`src/design/geps_pkg.sv`:
```
// Shared types and codes for the goodness epoch scheduler.
// No dependencies; used by the top level, the scan unit and the checker.
package geps_pkg;

    localparam logic OP_RESCHED   = 1'b0;
    localparam logic OP_SET_ENTRY = 1'b1;

    localparam logic [1:0] RUN_FREE    = 2'd0;
    localparam logic [1:0] RUN_CURRENT = 2'd1;
    localparam logic [1:0] RUN_READY   = 2'd2;

    typedef struct packed {
        logic       opcode;
        logic [8:0] leftover_ticks;
        logic [5:0] slot;
        logic [7:0] priority_req;
        logic [1:0] run_state;
    } t_sched_in;

    typedef struct packed {
        logic       is_schedule;
        logic [5:0] chosen_slot;
        logic [8:0] load_ticks;
        logic       epoch_started;
    } t_sched_out;

    typedef struct packed {
        logic [7:0] prio;
        logic [1:0] run_state;
        logic [9:0] goodness;
        logic [8:0] remaining;
    } t_slot_entry;

    typedef struct packed {
        logic write_back;
        logic take;
        logic positive;
    } t_scan_res;

endpackage

```
`src/design/geps_scan_unit.sv`:
```
// Per-slot evaluation unit shared by every step of the table scan.
// Depends on geps_pkg for the slot entry and scan result types.
module geps_scan_unit (
    input  geps_pkg::t_slot_entry i_entry,
    input  logic                  i_idx_zero,
    input  logic                  i_refill,
    input  logic [9:0]            i_best_good,
    output geps_pkg::t_slot_entry o_entry,
    output geps_pkg::t_scan_res   o_res
);
    import geps_pkg::*;

    logic [8:0] quantum;
    logic [9:0] good_new;
    logic       refill_hit;

    always_comb begin
        quantum    = {1'b0, i_entry.prio} + {1'b0, i_entry.remaining[8:1]};
        good_new   = {2'b00, i_entry.prio} + {1'b0, quantum};
        refill_hit = i_refill && !i_idx_zero && (i_entry.run_state != RUN_FREE);

        o_entry = i_entry;
        if (refill_hit) begin
            o_entry.remaining = quantum;
            o_entry.goodness  = good_new;
        end

        o_res.write_back = refill_hit;
        o_res.positive   = (o_entry.run_state != RUN_FREE) && (o_entry.goodness != 10'd0);
        // Slot 0 wins only on positive goodness; later slots win ties.
        if (o_entry.run_state != RUN_READY) begin
            o_res.take = 1'b0;
        end else if (i_idx_zero) begin
            o_res.take = (o_entry.goodness != 10'd0);
        end else begin
            o_res.take = (o_entry.goodness >= i_best_good);
        end
    end

endmodule

```
`src/design/goodness_epoch_scheduler.sv`:
```
// Goodness epoch scheduler top level: slot table memory, sequencer, output register.
// Depends on geps_pkg and geps_scan_unit.
//
// A set_entry transaction goes from acceptance through the update state to the output state,
// where its result is loaded. A reschedule runs update, one scan pass, finish and output when
// the epoch goes on, and adds a refill pass when a new epoch starts: the table sits in one
// memory with one read and one write port, and each pass reads one slot per cycle through the
// shared scan unit. The first pass checks for exhaustion and picks a winner at once; the refill
// pass rewrites quanta and picks again. The block takes no new transaction until its result is
// loaded into the output register, which then waits on its own for the consumer. Per-slot valid
// bits return the reset values for untouched slots, so no clearing pass runs after reset.
module goodness_epoch_scheduler #(
    parameter int SLOT_COUNT = 64
) (
    input  logic                 i_clk,
    input  logic                 i_rst_n,
    input  logic                 i_in_valid,
    output logic                 o_in_ready,
    input  geps_pkg::t_sched_in  i_in_data,
    output logic                 o_out_valid,
    input  logic                 i_out_ready,
    output geps_pkg::t_sched_out o_out_data
);
    import geps_pkg::*;

    localparam int SW = $clog2(SLOT_COUNT);
    localparam int CW = SW + 1;

    localparam logic [2:0] S_IDLE   = 3'd0;
    localparam logic [2:0] S_UPDATE = 3'd1;
    localparam logic [2:0] S_SCAN   = 3'd2;
    localparam logic [2:0] S_FINISH = 3'd3;
    localparam logic [2:0] S_OUTPUT = 3'd4;

    logic [2:0]      r_state;
    t_sched_in       r_req;
    logic [SW-1:0]   r_req_idx;
    logic            r_in_range;
    logic [SW-1:0]   r_running;

    t_slot_entry     r_mem [SLOT_COUNT];
    logic [SLOT_COUNT-1:0] r_valid;
    t_slot_entry     r_rd_data;
    logic            r_rd_ok;

    logic [CW-1:0]   r_idx;
    logic            r_dv;
    logic [SW-1:0]   r_didx;
    logic            r_refill;
    logic            r_any_pos;
    logic            r_epoch;
    logic [9:0]      r_best_good;
    logic [SW-1:0]   r_best_idx;
    t_slot_entry     r_best_entry;

    t_sched_out      r_res;
    logic            r_out_valid;
    t_sched_out      r_out_data;

    logic            in_fire;
    logic            req_in_range;
    logic [SW+5:0]   slot_ext;
    logic [SW-1:0]   acc_idx;
    logic            rd_en;
    logic [SW-1:0]   rd_addr;
    logic            wr_en;
    logic [SW-1:0]   wr_addr;
    t_slot_entry     wr_data;
    t_slot_entry     eff;
    t_slot_entry     upd;
    t_slot_entry     scan_entry;
    t_scan_res       scan_res;
    logic [9:0]      cur_good;
    logic            issue;
    logic            last;
    logic [SW+5:0]   best_ext;
    logic [SW+5:0]   run_ext;
    t_sched_out      sched_res;
    t_sched_out      ack_res;

    assign o_in_ready  = (r_state == S_IDLE);
    assign o_out_valid = r_out_valid;
    assign o_out_data  = r_out_data;

    assign in_fire      = i_in_valid && o_in_ready;
    assign req_in_range = (32'(i_in_data.slot) < SLOT_COUNT);
    assign slot_ext     = {{SW{1'b0}}, i_in_data.slot};
    assign acc_idx      = (i_in_data.opcode == OP_SET_ENTRY) ? slot_ext[SW-1:0] : r_running;

    assign issue = (r_idx < CW'(SLOT_COUNT));
    assign last  = (r_didx == SW'(SLOT_COUNT - 1));

    // Untouched slots read as their reset value: all zero, state free.
    assign eff      = r_rd_ok ? r_rd_data : '0;
    assign cur_good = {2'b00, eff.prio} + {1'b0, r_req.leftover_ticks};

    always_comb begin
        upd = eff;
        if (r_req.opcode == OP_SET_ENTRY) begin
            upd.prio      = r_req.priority_req;
            upd.run_state = r_req.run_state;
        end else begin
            if (r_req_idx != '0) begin
                upd.remaining = r_req.leftover_ticks;
                upd.goodness  = (r_req.leftover_ticks == 9'd0) ? 10'd0 : cur_good;
            end
            if (eff.run_state == RUN_CURRENT) begin
                upd.run_state = RUN_READY;
            end
        end
    end

    geps_scan_unit u_scan (
        .i_entry     (eff),
        .i_idx_zero  (r_didx == '0),
        .i_refill    (r_refill),
        .i_best_good (r_best_good),
        .o_entry     (scan_entry),
        .o_res       (scan_res)
    );

    always_comb begin
        rd_en   = 1'b0;
        rd_addr = r_idx[SW-1:0];
        if (r_state == S_IDLE) begin
            rd_addr = acc_idx;
            rd_en   = in_fire && ((i_in_data.opcode == OP_RESCHED) || req_in_range);
        end else if (r_state == S_SCAN) begin
            rd_en = issue;
        end
    end

    always_comb begin
        wr_en   = 1'b0;
        wr_addr = r_didx;
        wr_data = scan_entry;
        case (r_state)
            S_UPDATE: begin
                wr_addr = r_req_idx;
                wr_data = upd;
                wr_en   = (r_req.opcode == OP_RESCHED) || r_in_range;
            end
            S_SCAN: begin
                wr_en = r_dv && scan_res.write_back;
            end
            S_FINISH: begin
                wr_addr           = r_best_idx;
                wr_data           = r_best_entry;
                wr_data.run_state = RUN_CURRENT;
                wr_en             = 1'b1;
            end
            default: begin
                wr_en = 1'b0;
            end
        endcase
    end

    always_comb begin
        best_ext  = {6'b0, r_best_idx};
        run_ext   = {6'b0, r_running};
        sched_res = '{is_schedule: 1'b1, chosen_slot: best_ext[5:0],
                      load_ticks: r_best_entry.remaining, epoch_started: r_epoch};
        ack_res   = '{is_schedule: 1'b0, chosen_slot: run_ext[5:0],
                      load_ticks: 9'd0, epoch_started: 1'b0};
    end

    always_ff @(posedge i_clk) begin
        if (wr_en) begin
            r_mem[wr_addr] <= wr_data;
        end
        if (rd_en) begin
            r_rd_data <= r_mem[rd_addr];
            r_rd_ok   <= r_valid[rd_addr];
        end
    end

    always_ff @(posedge i_clk) begin
        if (!i_rst_n) begin
            r_valid <= '0;
        end else if (wr_en) begin
            r_valid[wr_addr] <= 1'b1;
        end
    end

    always_ff @(posedge i_clk) begin
        if (!i_rst_n) begin
            r_state     <= S_IDLE;
            r_running   <= '0;
            r_out_valid <= 1'b0;
            r_dv        <= 1'b0;
        end else begin
            // Drop the result once taken, unless the next one loads in the same cycle.
            if (r_out_valid && i_out_ready && (r_state != S_OUTPUT)) begin
                r_out_valid <= 1'b0;
            end
            r_dv   <= (r_state == S_SCAN) && issue;
            r_didx <= r_idx[SW-1:0];
            case (r_state)
                S_IDLE: begin
                    if (in_fire) begin
                        r_req      <= i_in_data;
                        r_req_idx  <= acc_idx;
                        r_in_range <= req_in_range;
                        r_state    <= S_UPDATE;
                    end
                end
                S_UPDATE: begin
                    if (r_req.opcode == OP_SET_ENTRY) begin
                        r_res   <= ack_res;
                        r_state <= S_OUTPUT;
                    end else begin
                        r_idx       <= '0;
                        r_refill    <= 1'b0;
                        r_any_pos   <= 1'b0;
                        r_epoch     <= 1'b0;
                        r_best_good <= '0;
                        r_state     <= S_SCAN;
                    end
                end
                S_SCAN: begin
                    if (issue) begin
                        r_idx <= r_idx + CW'(1);
                    end
                    if (r_dv) begin
                        if (scan_res.positive) begin
                            r_any_pos <= 1'b1;
                        end
                        // Slot 0 seeds the winner; its goodness counts only if it takes.
                        if (r_didx == '0) begin
                            r_best_idx   <= '0;
                            r_best_entry <= scan_entry;
                            r_best_good  <= scan_res.take ? scan_entry.goodness : 10'd0;
                        end else if (scan_res.take) begin
                            r_best_idx   <= r_didx;
                            r_best_entry <= scan_entry;
                            r_best_good  <= scan_entry.goodness;
                        end
                        if (last) begin
                            if (r_refill || r_any_pos || scan_res.positive) begin
                                r_state <= S_FINISH;
                            end else begin
                                // Epoch exhausted: rescan with refill.
                                r_refill  <= 1'b1;
                                r_epoch   <= 1'b1;
                                r_any_pos <= 1'b0;
                                r_idx     <= '0;
                            end
                        end
                    end
                end
                S_FINISH: begin
                    r_running <= r_best_idx;
                    r_res     <= sched_res;
                    r_state   <= S_OUTPUT;
                end
                S_OUTPUT: begin
                    if (!r_out_valid || i_out_ready) begin
                        r_out_valid <= 1'b1;
                        r_out_data  <= r_res;
                        r_state     <= S_IDLE;
                    end
                end
                default: begin
                    r_state <= S_IDLE;
                end
            endcase
        end
    end

endmodule

```
`config.mk`:
```
export PLATFORM = sky130hd
export DESIGN_NAME = goodness_epoch_scheduler
export DESIGN_NICKNAME = d
export VERILOG_FILES = /design/src/design/geps_pkg.sv /design/src/design/geps_scan_unit.sv /design/src/design/goodness_epoch_scheduler.sv
export SDC_FILE = /design/constraint.sdc
export NUM_CORES = 2
export LEC_CHECK = 0
export ABC_AREA = 1
export ABC_CLOCK_PERIOD_IN_PS = 14050
export BUFFER_PORTS_ARGS = -buffer_cell sky130_fd_sc_hd__buf_4
export CAP_MARGIN = 10
export CORE_ASPECT_RATIO = 1.25
export CORE_UTILIZATION = 50
export CTS_CLUSTER_SIZE = 30
export DETAILED_ROUTE_END_ITERATION = 8
export PLACE_DENSITY = 0.71
export SKIP_LAST_GASP = 1
export SLEW_MARGIN = 10
export SYNTH_ARGS = -nofsm -noshare
export SYNTH_HDL_FRONTEND = slang
export SYNTH_SLANG_ARGS = --single-unit
```
`constraint.sdc`:
```
create_clock -name i_clk -period 14.05 [get_ports i_clk]
set_clock_uncertainty 0.2 [all_clocks]
set_input_delay 2.81 -clock i_clk [delete_from_list [all_inputs] [get_ports i_clk]]
set_output_delay 2.81 -clock i_clk [all_outputs]
set_load 0.1 [all_outputs]
```
==> metrics.cfg <==
[run_status]
status = finished clean

[sta]
fmax_mhz = 135.7
tightest_slew_ns = 1.338
maxSlewViolCount = 0
fin_crit_ns = 7.370
setup_viol = 0
max_slew_margin = 0.1078
setup-tns-final_ns = 0
whs_ns = 0.2199
fin_crit_sh = 0.5246
rsz0062_at_grt = false
hold_viol_final = 0

[floorplan]
floorplan.initialDensity = 0.5057
fp.dieH_um = 457.7
pin_count = 49
fp.dieW_um = 366.6
core_area_um2 = 164300
row_count = 166
die-area_um2 = 167800

[setup_path]
slowest_stage = buf_4
worstPathArrival_ns = 7.87
setup.worst_path.start_class = input port
path_cells = buf_4 > o21ai_0 > nand2_1 > o21ai_4 > buf_4 > buf_4 > buf_12 > buf_12 > o21ai_0 > o221ai_1 > o211ai_1 > nand3_1 > nand3_1 > nand2_1
critical-path-max-stage-delay_ns = 0.71
crit_type = in2reg
endpoint_kind = register
worstPathMaxFanout = 201
crit_top_cell = buf_4
critPathRequiredTime_ns = 14.55

[clock_tree]
cts_hold_buffers = 0
clockBufferDepth = 3
root_buffer = clkbuf_16
cts.htree.levels = 4
clkLatencyLatePin_ns = 0.85
post-cts-setup-buffers = 0
clock-sinks = 2079
cts_buffers = 182
cts_tree = done
clk_pin_slew_ns = 0.07
cts_resized = 0

[synth]
synth.avg_cell_area_um2 = 13.15
synthArstFlopShare = 0
yosys_warnings = 0
ys_seq_elements = 2079
yosysUniqueCellTypes = 53
syn_nets = 6377
syn_inst = 6318
synthesis.area_um2 = 83070
synth-edff-count = 2004
ys_seq_area_frac = 0.7425
ys.flop_type = edfxtp_1

[route]
drt-met1-wl_um = 84640
viasPerCell = 6.384
ant_nets = 0
drt_iter0_drc = 7965
num_vias = 54810
wl_met2_um = 108500
maxUsedRoutingLayer = met5
wl_per_cell_um = 26.94
drtPass1Iterations = 7
drc = 0
wl_um = 231300
wl_met3_um = 25250

[placement]
place.port_buffers = 48
hpwl_um = 121100
routabilityCongestion = 0.9238

[finish]
regArea_um2 = 61680
final_nets = 6308
finish.utilization = 0.5593
multi_input_area_um2 = 19430
areaGrowthSynthToFinish_pct = 10.60
drive_gt1_frac = 0.09830
fillerInstances = 12660

[min_path]
holdCritPathClass = reg2reg

[pwr]
p_leak_nw = 29.32
powerDensity_nw_per_um2 = 210.9
ir_drop_mv = 0.1694

[global_routing]
grt_pass1_vias = 52360
overflow = 0
grt_max_degree = 213
grt_antenna_before_repair = 5
grt_usage = 0.2702
grt_pass1_wl_um = 336600

[flow_run]
drv_cap = 0

## placed cells by master (no fill, tap or decap), types with 9 or more instances in the layout
cell,netlist,routed
bufinv_16,0,13
buf_4,9,189
o221ai_1,240,240
nand2_2,17,18
inv_1,136,134
o22ai_1,237,237
edfxtp_1,2004,2004
clkbuf_1,257,48
o21ai_4,1,10
nand3_1,230,223
a21oi_1,53,53
o21ai_1,49,48
clkinv_2,1,26
nor2_4,1,65
nor3_1,11,9
o211ai_1,250,250
dfxtp_1,75,75
nor2_1,1233,1168
nand2_1,219,218
o21ai_0,953,946
clkbuf_16,0,189
inv_2,23,22
clkinv_1,1,34
nor2_2,14,15
nand3_2,4,11
ha_1,29,29
## cell families after synthesis
| kind of cell | Yosys count | share of synthesized area |
|---|---|---|
| AO/OA/AOI/OAI | 1828 | 0.1339 |
| buffers and inverters | 611 | 0.03124 |
| flip-flops | 2079 | 0.7425 |
| AND/OR/NAND/NOR | 1761 | 0.08698 |
| adder cells (fa/ha/maj) | 29 | 0.004368 |
| XOR/XNOR | 10 | 0.001054 |
## stage by stage
step	std cells	worst slack, ns	cell area [um2]	total power [mW]
floorplan	6318	6.543	83070	12.10
global placement	8249	6.095	86050	14.23
detailed placement	8249	6.011	86050	14.39
CTS	8583	6.896	91870	19.25
global route	8584	6.505	91880	20.02
finish	8585	6.680	91880	19.38
## cell usage after synthesis, types with 6 or more instances
cell	n	area [um2]
o21ai_1	49	245.2
edfxtp_1	2004	60180
inv_1	136	510.5
a21oi_1	53	265.3
o21a_1	6	45.04
o21ai_2	8	70.07
nand3_1	230	1151
buf_1	11	41.29
a211oi_1	8	60.06
o221ai_1	240	2102
buf_6	8	90.09
buf_2	165	825.8
ha_1	29	362.9
nand2_4	7	78.83
nand2_1	219	822.0
nor3_1	11	55.05
o21ai_0	953	4770
xor2_1	7	61.31
nand2_2	17	106.4
clkbuf_1	257	964.7
o311ai_1	8	70.07
inv_2	23	86.33
nor2_1	1233	4628
o22ai_1	237	1483
buf_4	9	67.56
dfxtp_1	75	1501
o211ai_1	250	1877
nor2_2	14	87.58
## flip-flops by register name (all words and copies together) (netlist names), 7 cells and up
name / count
o_out_data: 17
r_best_entry: 27
r_best_good: 10
r_idx: 7
r_mem: 1856
r_rd_data: 29
r_req: 20
r_res: 17
r_valid: 64
## critical path: cells and delay by family
family          cells  cell delay (ns)
buf+inv             5             2.57
simple gates        4             1.08
compound gates      5             1.00
## path summary, 6_finish.rpt
path,slack [ns],cells past startpoint,to,from
hold / removal,0.22,0,o_out_data[10],r_res[10]
setup / recovery,6.68,14,r_rd_data[3],i_in_data[25]
hold reg to reg,0.22,0,o_out_data[10],r_res[10]
setup reg to reg,7.52,31,r_best_entry[6],r_rd_ok
## power by group
part | switching, mW | internal, mW | total (mW)
Combinational | 4.88 | 1.33 | 6.21
Sequential | 0.121 | 8.12 | 8.24
Clock | 2.19 | 2.74 | 4.92
## layer usage
layer / GRT usage / vias up
met4: 0.1437 / 6
met1: 0.3479 / 27250
met3: 0.05225 / 553
li1: - / 23630
met2: 0.4347 / 3367
met5: 0 / -
## area by class of cell
class,instances,share of cell area
flip-flops and latches,2079,0.6713
multi-input cells,3628,0.2115
clock buffers,243,0.05434
well taps,2184,0.02974
repair buffers,197,0.01719
clock inverters,91,0.009029
inverters,161,0.006863
diodes,2,0.00005447
Power figures use the tool's default switching activity.
